`src/shpl_pkg.sv`:
```
// ----------------------------------------------------------------------------
// shpl_pkg
// Shared types, character codes and hex decode helpers for the serial hex
// packet line parser.
// ----------------------------------------------------------------------------
package shpl_pkg;

    localparam int STORE_DEPTH = 60;
    localparam int ADDR_W      = 6;
    localparam int LEN_W       = 6;
    localparam int CNT_W       = 7;

    localparam logic [7:0] CH_CR    = 8'h0D;
    localparam logic [7:0] CH_LF    = 8'h0A;
    localparam logic [7:0] CH_OPEN  = 8'h28;
    localparam logic [7:0] CH_CLOSE = 8'h29;

    localparam logic [7:0] OFS_UPPER = 8'd55;
    localparam logic [7:0] OFS_LOWER = 8'd87;
    localparam logic [7:0] OFS_DIGIT = 8'd48;

    localparam logic [CNT_W-1:0] POS_OPEN  = 7'd0;
    localparam logic [CNT_W-1:0] POS_RSSI  = 7'd2;
    localparam logic [CNT_W-1:0] POS_LQI   = 7'd4;
    localparam logic [CNT_W-1:0] POS_CLOSE = 7'd5;
    localparam logic [CNT_W-1:0] POS_HDR   = 7'd6;
    localparam logic [CNT_W-1:0] POS_DATA  = 7'd7;

    // controller -> datapath
    typedef struct packed {
        logic              accept;
        logic              latch;
        logic              rd_en;
        logic [ADDR_W-1:0] rd_addr;
    } ctl_cmd_t;

    // datapath -> controller
    typedef struct packed {
        logic             line_end;
        logic [LEN_W-1:0] emit_len;
    } dp_stat_t;

    // bit 4 set marks a non-hex character
    function automatic logic [4:0] nibble_of(input logic [7:0] c);
        logic [7:0] d;
        d = 8'h00;
        if (c >= 8'h41 && c <= 8'h46) begin
            d = c - OFS_UPPER;
            return {1'b0, d[3:0]};
        end
        if (c >= 8'h61 && c <= 8'h66) begin
            d = c - OFS_LOWER;
            return {1'b0, d[3:0]};
        end
        if (c >= 8'h30 && c <= 8'h39) begin
            d = c - OFS_DIGIT;
            return {1'b0, d[3:0]};
        end
        return 5'h10;
    endfunction

    function automatic logic [7:0] pair_value(input logic [7:0] hi, input logic [7:0] lo);
        logic [4:0] h;
        logic [4:0] l;
        h = nibble_of(hi);
        l = nibble_of(lo);
        if (h[4] || l[4]) begin
            return 8'h00;
        end
        return {h[3:0], l[3:0]};
    endfunction

endpackage

```
`src/shpl_datapath.sv`:
```
// ----------------------------------------------------------------------------
// shpl_datapath
// Line decode registers, data byte store and result field registers.
// ----------------------------------------------------------------------------
module shpl_datapath #(
    parameter int LINE_CHARS = 128
) (
    input  logic                               aclk,
    input  logic                               aresetn,
    input  logic [7:0]                         rx_byte,
    input  shpl_pkg::ctl_cmd_t                 cmd,
    output shpl_pkg::dp_stat_t                 stat,
    output logic                               is_packet,
    output logic [7:0]                         rssi,
    output logic [7:0]                         lqi,
    output logic [shpl_pkg::LEN_W-1:0]         packet_length,
    output logic [7:0]                         data_byte
);

    localparam logic [shpl_pkg::CNT_W-1:0] FULL_POS = shpl_pkg::CNT_W'(LINE_CHARS - 1);

    logic [shpl_pkg::CNT_W-1:0]  cnt_reg, cnt_next;
    logic                        open_reg, open_next;
    logic                        close_reg, close_next;
    logic [7:0]                  rssi_reg, rssi_next;
    logic [7:0]                  lqi_reg, lqi_next;
    logic [7:0]                  pend_reg, pend_next;

    logic                        out_pkt_reg;
    logic [7:0]                  out_rssi_reg;
    logic [7:0]                  out_lqi_reg;
    logic [shpl_pkg::LEN_W-1:0]  out_len_reg;
    logic [7:0]                  rdata_reg;

    logic [7:0]                  mem [shpl_pkg::STORE_DEPTH];

    logic                        full;
    logic                        packet;
    logic [shpl_pkg::CNT_W-1:0]  body;
    logic [shpl_pkg::CNT_W-1:0]  data_off;
    logic [7:0]                  pair;
    logic                        wr_en;
    logic [shpl_pkg::ADDR_W-1:0] wr_addr;

    assign full     = (cnt_reg >= FULL_POS);
    assign packet   = open_reg && close_reg && (cnt_reg >= shpl_pkg::POS_HDR);
    assign body     = cnt_reg - shpl_pkg::POS_HDR;
    assign data_off = cnt_reg - shpl_pkg::POS_DATA;
    assign pair     = shpl_pkg::pair_value(pend_reg, rx_byte);

    assign stat.line_end = !full && (rx_byte == shpl_pkg::CH_CR);
    assign stat.emit_len = packet ? body[shpl_pkg::LEN_W:1] : '0;

    assign wr_en   = cmd.accept && !full && (rx_byte != shpl_pkg::CH_CR)
                     && (rx_byte != shpl_pkg::CH_LF)
                     && (cnt_reg >= shpl_pkg::POS_DATA) && cnt_reg[0];
    assign wr_addr = data_off[shpl_pkg::ADDR_W:1];

    always_comb begin
        cnt_next   = cnt_reg;
        open_next  = open_reg;
        close_next = close_reg;
        rssi_next  = rssi_reg;
        lqi_next   = lqi_reg;
        pend_next  = pend_reg;
        if (cmd.accept) begin
            if (full || rx_byte == shpl_pkg::CH_CR) begin
                // drop the line
                cnt_next   = '0;
                open_next  = 1'b0;
                close_next = 1'b0;
                rssi_next  = '0;
                lqi_next   = '0;
                pend_next  = '0;
            end else if (rx_byte != shpl_pkg::CH_LF) begin
                if (cnt_reg == shpl_pkg::POS_OPEN) begin
                    open_next = (rx_byte == shpl_pkg::CH_OPEN);
                end else if (cnt_reg == shpl_pkg::POS_CLOSE) begin
                    close_next = (rx_byte == shpl_pkg::CH_CLOSE);
                end else if (cnt_reg == shpl_pkg::POS_RSSI) begin
                    rssi_next = pair;
                end else if (cnt_reg == shpl_pkg::POS_LQI) begin
                    lqi_next = pair;
                end
                pend_next = rx_byte;
                cnt_next  = cnt_reg + 1'b1;
            end
        end
    end

    always_ff @(posedge aclk) begin
        if (!aresetn) begin
            cnt_reg   <= '0;
            open_reg  <= 1'b0;
            close_reg <= 1'b0;
            rssi_reg  <= '0;
            lqi_reg   <= '0;
            pend_reg  <= '0;
        end else begin
            cnt_reg   <= cnt_next;
            open_reg  <= open_next;
            close_reg <= close_next;
            rssi_reg  <= rssi_next;
            lqi_reg   <= lqi_next;
            pend_reg  <= pend_next;
        end
    end

    // result fields, captured at line end
    always_ff @(posedge aclk) begin
        if (cmd.latch) begin
            out_pkt_reg  <= packet;
            out_rssi_reg <= packet ? rssi_reg : 8'h00;
            out_lqi_reg  <= packet ? lqi_reg : 8'h00;
            out_len_reg  <= stat.emit_len;
        end
    end

    always_ff @(posedge aclk) begin
        if (wr_en) begin
            mem[wr_addr] <= pair;
        end
        if (cmd.rd_en) begin
            rdata_reg <= mem[cmd.rd_addr];
        end
    end

    assign is_packet     = out_pkt_reg;
    assign rssi          = out_rssi_reg;
    assign lqi           = out_lqi_reg;
    assign packet_length = out_len_reg;
    assign data_byte     = (out_len_reg == '0) ? 8'h00 : rdata_reg;

endmodule

```
`src/shpl_ctrl.sv`:
```
// ----------------------------------------------------------------------------
// shpl_ctrl
// Handshake controller: takes characters, sequences the store reads and
// result transfers after a line end.
// ----------------------------------------------------------------------------
module shpl_ctrl (
    input  logic                        aclk,
    input  logic                        aresetn,
    input  logic                        s_valid,
    output logic                        s_ready,
    output logic                        m_valid,
    input  logic                        m_ready,
    input  shpl_pkg::dp_stat_t          stat,
    output shpl_pkg::ctl_cmd_t          cmd,
    output logic [shpl_pkg::LEN_W-1:0]  byte_index,
    output logic                        last
);

    typedef enum logic [1:0] {
        ST_IDLE,
        ST_READ,
        ST_SEND
    } state_t;

    state_t                      state_reg;
    logic [shpl_pkg::ADDR_W-1:0] k_reg;
    logic [shpl_pkg::LEN_W-1:0]  len_reg;
    logic                        accept;

    assign s_ready = (state_reg == ST_IDLE);
    assign m_valid = (state_reg == ST_SEND);
    assign accept  = s_valid && s_ready;
    assign last    = (len_reg == '0) || ((k_reg + 1'b1) == len_reg);

    assign cmd.accept  = accept;
    assign cmd.latch   = accept && stat.line_end;
    assign cmd.rd_en   = (state_reg == ST_READ);
    assign cmd.rd_addr = k_reg;

    assign byte_index = k_reg;

    always_ff @(posedge aclk) begin
        if (!aresetn) begin
            state_reg <= ST_IDLE;
            k_reg     <= '0;
            len_reg   <= '0;
        end else begin
            case (state_reg)
                ST_IDLE: begin
                    if (accept && stat.line_end) begin
                        k_reg   <= '0;
                        len_reg <= stat.emit_len;
                        state_reg <= (stat.emit_len == '0) ? ST_SEND : ST_READ;
                    end
                end
                ST_READ: begin
                    state_reg <= ST_SEND;
                end
                ST_SEND: begin
                    if (m_ready) begin
                        if (last) begin
                            state_reg <= ST_IDLE;
                        end else begin
                            k_reg     <= k_reg + 1'b1;
                            state_reg <= ST_READ;
                        end
                    end
                end
                default: begin
                    state_reg <= ST_IDLE;
                end
            endcase
        end
    end

    a_no_overlap: assert property (@(posedge aclk) disable iff (!aresetn)
        !(s_ready && m_valid))
        else $error("input taken while a result is pending");

    a_read_then_send: assert property (@(posedge aclk) disable iff (!aresetn)
        (state_reg == ST_READ) |=> (state_reg == ST_SEND))
        else $error("store read not followed by a result");

    a_index_range: assert property (@(posedge aclk) disable iff (!aresetn)
        m_valid |-> ((len_reg == '0 && k_reg == '0) || (k_reg < len_reg)))
        else $error("byte index beyond packet length");

    a_stall_hold: assert property (@(posedge aclk) disable iff (!aresetn)
        (m_valid && !m_ready) |=> (m_valid && $stable(k_reg) && $stable(len_reg)))
        else $error("result sequence advanced during stall");

endmodule

```
`src/serial_hex_packet_line_parser_unit.sv`:
```
// ----------------------------------------------------------------------------
// serial_hex_packet_line_parser_unit
// Assembles received serial characters into text lines and emits decoded
// packet data bytes at each line end.
// ----------------------------------------------------------------------------
// Input channel (s_valid/s_ready, s_rx_byte): one received character per
// transfer. While no line end is being answered, s_ready is high and a
// character is taken every cycle. LF is skipped, CR closes the line.
// Result channel (m_valid/m_ready, m_* fields): at CR a packet line gives
// one transfer per data byte (or one with packet_length 0 when it has no
// data); any other line gives a single transfer with m_is_packet low.
// m_last marks the final transfer of a line end.
// After CR the controller moves straight to the output state for an empty
// or non-packet line, and through a data store read first otherwise. Each
// further byte takes a store read and an output state plus any receiver stall.
// s_ready stays low from CR until the last result transfer completes.
// A stalled receiver simply holds m_valid and all fields steady.
// Reset (aresetn low, synchronous) clears the line state and the
// controller; the data store needs no clearing since a packet reads only
// the entries written during its own line.
// ----------------------------------------------------------------------------
module serial_hex_packet_line_parser_unit #(
    parameter int LINE_CHARS = 128
) (
    input  logic       aclk,
    input  logic       aresetn,
    input  logic       s_valid,
    output logic       s_ready,
    input  logic [7:0] s_rx_byte,
    output logic       m_valid,
    input  logic       m_ready,
    output logic       m_is_packet,
    output logic [7:0] m_rssi,
    output logic [7:0] m_lqi,
    output logic [5:0] m_packet_length,
    output logic [5:0] m_byte_index,
    output logic [7:0] m_data_byte,
    output logic       m_last
);

    shpl_pkg::ctl_cmd_t cmd;
    shpl_pkg::dp_stat_t stat;

    // controller: transfer sequencing and store read addressing
    shpl_ctrl u_ctrl (
        .aclk       (aclk),
        .aresetn    (aresetn),
        .s_valid    (s_valid),
        .s_ready    (s_ready),
        .m_valid    (m_valid),
        .m_ready    (m_ready),
        .stat       (stat),
        .cmd        (cmd),
        .byte_index (m_byte_index),
        .last       (m_last)
    );

    // datapath: line decode, data store, result field registers
    shpl_datapath #(
        .LINE_CHARS (LINE_CHARS)
    ) u_datapath (
        .aclk          (aclk),
        .aresetn       (aresetn),
        .rx_byte       (s_rx_byte),
        .cmd           (cmd),
        .stat          (stat),
        .is_packet     (m_is_packet),
        .rssi          (m_rssi),
        .lqi           (m_lqi),
        .packet_length (m_packet_length),
        .data_byte     (m_data_byte)
    );

endmodule

```
`config.mk`:
```
export PLATFORM = sky130hd
export DESIGN_NAME = serial_hex_packet_line_parser_unit
export DESIGN_NICKNAME = d
export VERILOG_FILES = /design/src/shpl_pkg.sv /design/src/shpl_datapath.sv /design/src/shpl_ctrl.sv /design/src/serial_hex_packet_line_parser_unit.sv
export SDC_FILE = /design/constraint.sdc
export NUM_CORES = 1
export LEC_CHECK = 0
export BUFFER_PORTS_ARGS = -buffer_cell sky130_fd_sc_hd__buf_2
export CAP_MARGIN = 10
export CORE_MARGIN = 2
export CORE_UTILIZATION = 35
export CTS_CLUSTER_DIAMETER = 80
export CTS_CLUSTER_SIZE = 8
export DETAILED_ROUTE_END_ITERATION = 8
export SYNTH_ARGS = -nofsm -noshare
export SYNTH_HDL_FRONTEND = slang
export SYNTH_SLANG_ARGS = --single-unit
```
`constraint.sdc`:
```
create_clock -name aclk -period 8.12 [get_ports aclk]
set_input_delay 2.436 -clock aclk [delete_from_list [all_inputs] [get_ports aclk]]
set_output_delay 2.436 -clock aclk [all_outputs]
set_load 0.005 [all_outputs]
```
==> results.json <==
{
  "crit_type": "primary input to register",
  "ant_nets": 0,
  "antenna_found_initial": 0,
  "holdBufCountCts": 0,
  "worstSkewPairLatency_ns": 0.63,
  "hold_violations": 0,
  "areaGrowthSynthToFinish_pct": 14.4,
  "post-place-ws_ns": 1.82,
  "status": "complete, no violations",
  "port-buffer-count": 51,
  "place_hpwl_mm": 33.1,
  "gp_congestion": 0.813,
  "grt_pass1_vias": 12100,
  "coreArea_mm2": 0.0646,
  "htreeDepth": 3,
  "syn-instance-count": 1243,
  "slowest_delay_ns": 0.89,
  "relSlewSlack": 0.279,
  "num_rows": 93,
  "ys_warn_count": 0,
  "peakVddDrop_mv": 0.145,
  "vias": 11900,
  "cp.arrival_ns": 5.85,
  "crit_chain": "buf_2 -> inv_1 -> ha_1 -> and2_1 -> or2_1 -> a211oi_4 -> nand4b_1 -> nor2_1",
  "io_pins": 52,
  "path_clk_slew_ns": 0.05,
  "setup-tns-final_ns": 0,
  "largest_register_ffs": 480,
  "synth_edf_count": 511,
  "critPathTopFamily": "simple AND/OR/NAND/NOR gates",
  "leakage_nw": 8.03,
  "period_minus_slack_ns": 5.61,
  "startpoint_type": "primary input",
  "via_per_inst": 5.42,
  "cts-resized-gates": 0,
  "grt-ovfl-total": 0,
  "cts_tree": "built",
  "cts-root-buf": "clkbuf_16",
  "maxCapViolCount": 0,
  "hold_slack_ns": 0.451,
  "crit_fanout": 18,
  "dieArea_mm2": 0.0674,
  "instances_no_fill": 2199,
  "clock_sink_count": 558,
  "syn-num-nets": 1270,
  "cts_setup_buffers": 0,
  "period_share": 0.691,
  "grt.total_usage": 0.166,
  "initial_core_util": 0.354,
  "die_height_um": 260,
  "nets": 1345,
  "cp-end-kind": "register",
  "synth-main-ff-cell": "edfxtp_1",
  "wl_mm": 54.9,
  "skew_ns": 0.0325,
  "synth_seq_cells": 558,
  "n_antenna_cell": 0,
  "route.detailed.drc": 0,
  "first_pass_iters": 5,
  "grt_max_degree": 89,
  "yosysSeqAreaShare": 0.712,
  "syn_area_mm2": 0.0229,
  "dp.cells": 2092,
  "worstPathRequired_ns": 8.35,
  "cp_slowest_cell": "nand4b_1",
  "rsz0062_at_grt": "false",
  "synthDistinctLibCells": 76,
  "finalMaxSlewViolations": 0,
  "die_w_um": 260,
  "grt_pass1_wl_mm": 82.1,
  "powerDensity_mw_per_mm2": 233,
  "max_freq_ghz": 0.178,
  "drive_gt1_frac": 0.240,
  "tightest_slew_ns": 1.08,
  "postSynthAreaPerCell_um2": 18.4,
  "setup_viol": 0,
  "drt_iter0_drc": 1198,
  "clockBufferDepth": 3,
  "worst-path-buf-inv": 2,
  "async_reset_ff_frac": 0,
  "hold_class": "register to register",
  "wire_per_inst_um": 25.0,
  "cts_buffers": 79,
  "fin_ws_ns": 2.51
}
[power breakdown]
group / leakage [nW] / total (W) / switching [W] / internal, W
sequential: 5.04 / 0.00310 / 0.00000492 / 0.00310
clock: 1.06 / 0.00293 / 0.00117 / 0.00176
combinational: 1.93 / 0.0000475 / 0.0000302 / 0.0000173
[layer usage]
metal	part of all wire	wire length [µm]	track usage	vias up
met5	0	0	0	-
met4	0.019	1050	0.0410	0
met3	0.078	4300	0.0423	82
met2	0.48	26500	0.271	531
met1	0.42	23000	0.222	6197
li1	-	-	-	5109
[stage by stage]
stage	power (W)	area, µm²	util
5_1_grt	0.00627	26200	0.405
2_1_floorplan	0.00319	22900	-
4_1_cts	0.00614	26200	0.405
3_5_place_dp	0.00321	24000	0.371
3_3_place_gp	0.00320	24000	0.371
6_report	0.00609	26200	0.405
[synth_stat cells (all sizes together), types with 18 or more instances]
library cell	count	area, µm²
clkbuf	22	82.6
mux2i	24	240
a21oi	18	101
edfxtp	511	15300
nand2	70	265
mux4	144	3240
nor2b	20	125
dfxtp	47	941
nor2	92	345
and2	37	231
buf	46	294
[logic make-up after synthesis]
group,Yosys count,share of synthesized area
flip-flops,558,0.712
multiplexers,171,0.154
AND/OR/NAND/NOR,282,0.0623
adder cells (fa/ha/maj),15,0.00821
buffers and inverters,84,0.0191
AO/OA/AOI/OAI,114,0.0370
XOR/XNOR,19,0.00728
[area by class of cell]
type	count	area [µm²]
timing repair buffer	62	350
tap	855	1070
clock inverter	7	138
inverter	16	60.1
multi-input combinational	601	6190
clock buffer	100	2060
sequential	558	16300
fill	5690	38400
[layout by cell type, fill, tap and decap left out, types with 6 or more instances in the layout]
| cell | instances |
|---|---|
| edfxtp_1 | 511 |
| mux4_2 | 144 |
| nor2_1 | 92 |
| clkbuf_16 | 79 |
| nand2_1 | 69 |
| buf_2 | 51 |
| dfxtp_1 | 44 |
| and2_1 | 35 |
| mux2i_1 | 24 |
| clkbuf_1 | 21 |
| nor2b_1 | 19 |
| a21oi_1 | 17 |
| a22oi_1 | 16 |
| ha_1 | 15 |
| inv_1 | 14 |
| o21ai_0 | 14 |
| nand3_1 | 13 |
| xnor2_1 | 13 |
| buf_4 | 10 |
| o211ai_1 | 9 |
| nor3_1 | 7 |
| a31oi_1 | 7 |
| xor2_1 | 6 |
| a21boi_0 | 6 |
[path summary, 6_finish.rpt]
kind / from / endpoint / slack, ns / cells past startpoint
max: s_rx_byte[1] / u_datapath.mem[20][0] / 2.51 / 8
min: u_datapath.lqi_reg[1] / u_datapath.lqi_reg[1] / 0.45 / 2
max reg2reg: u_datapath.cnt_reg[2] / u_datapath.mem[20][0] / 4.16 / 6
min reg2reg: u_datapath.lqi_reg[1] / u_datapath.lqi_reg[1] / 0.45 / 2
[tightest hold or removal path: stages (launching register included)]
cell,delay (ns)
dfxtp_1,0.30
nand2_1,0.05
mux2i_1,0.05
No activity file was read; power rests on OpenSTA's default activity.
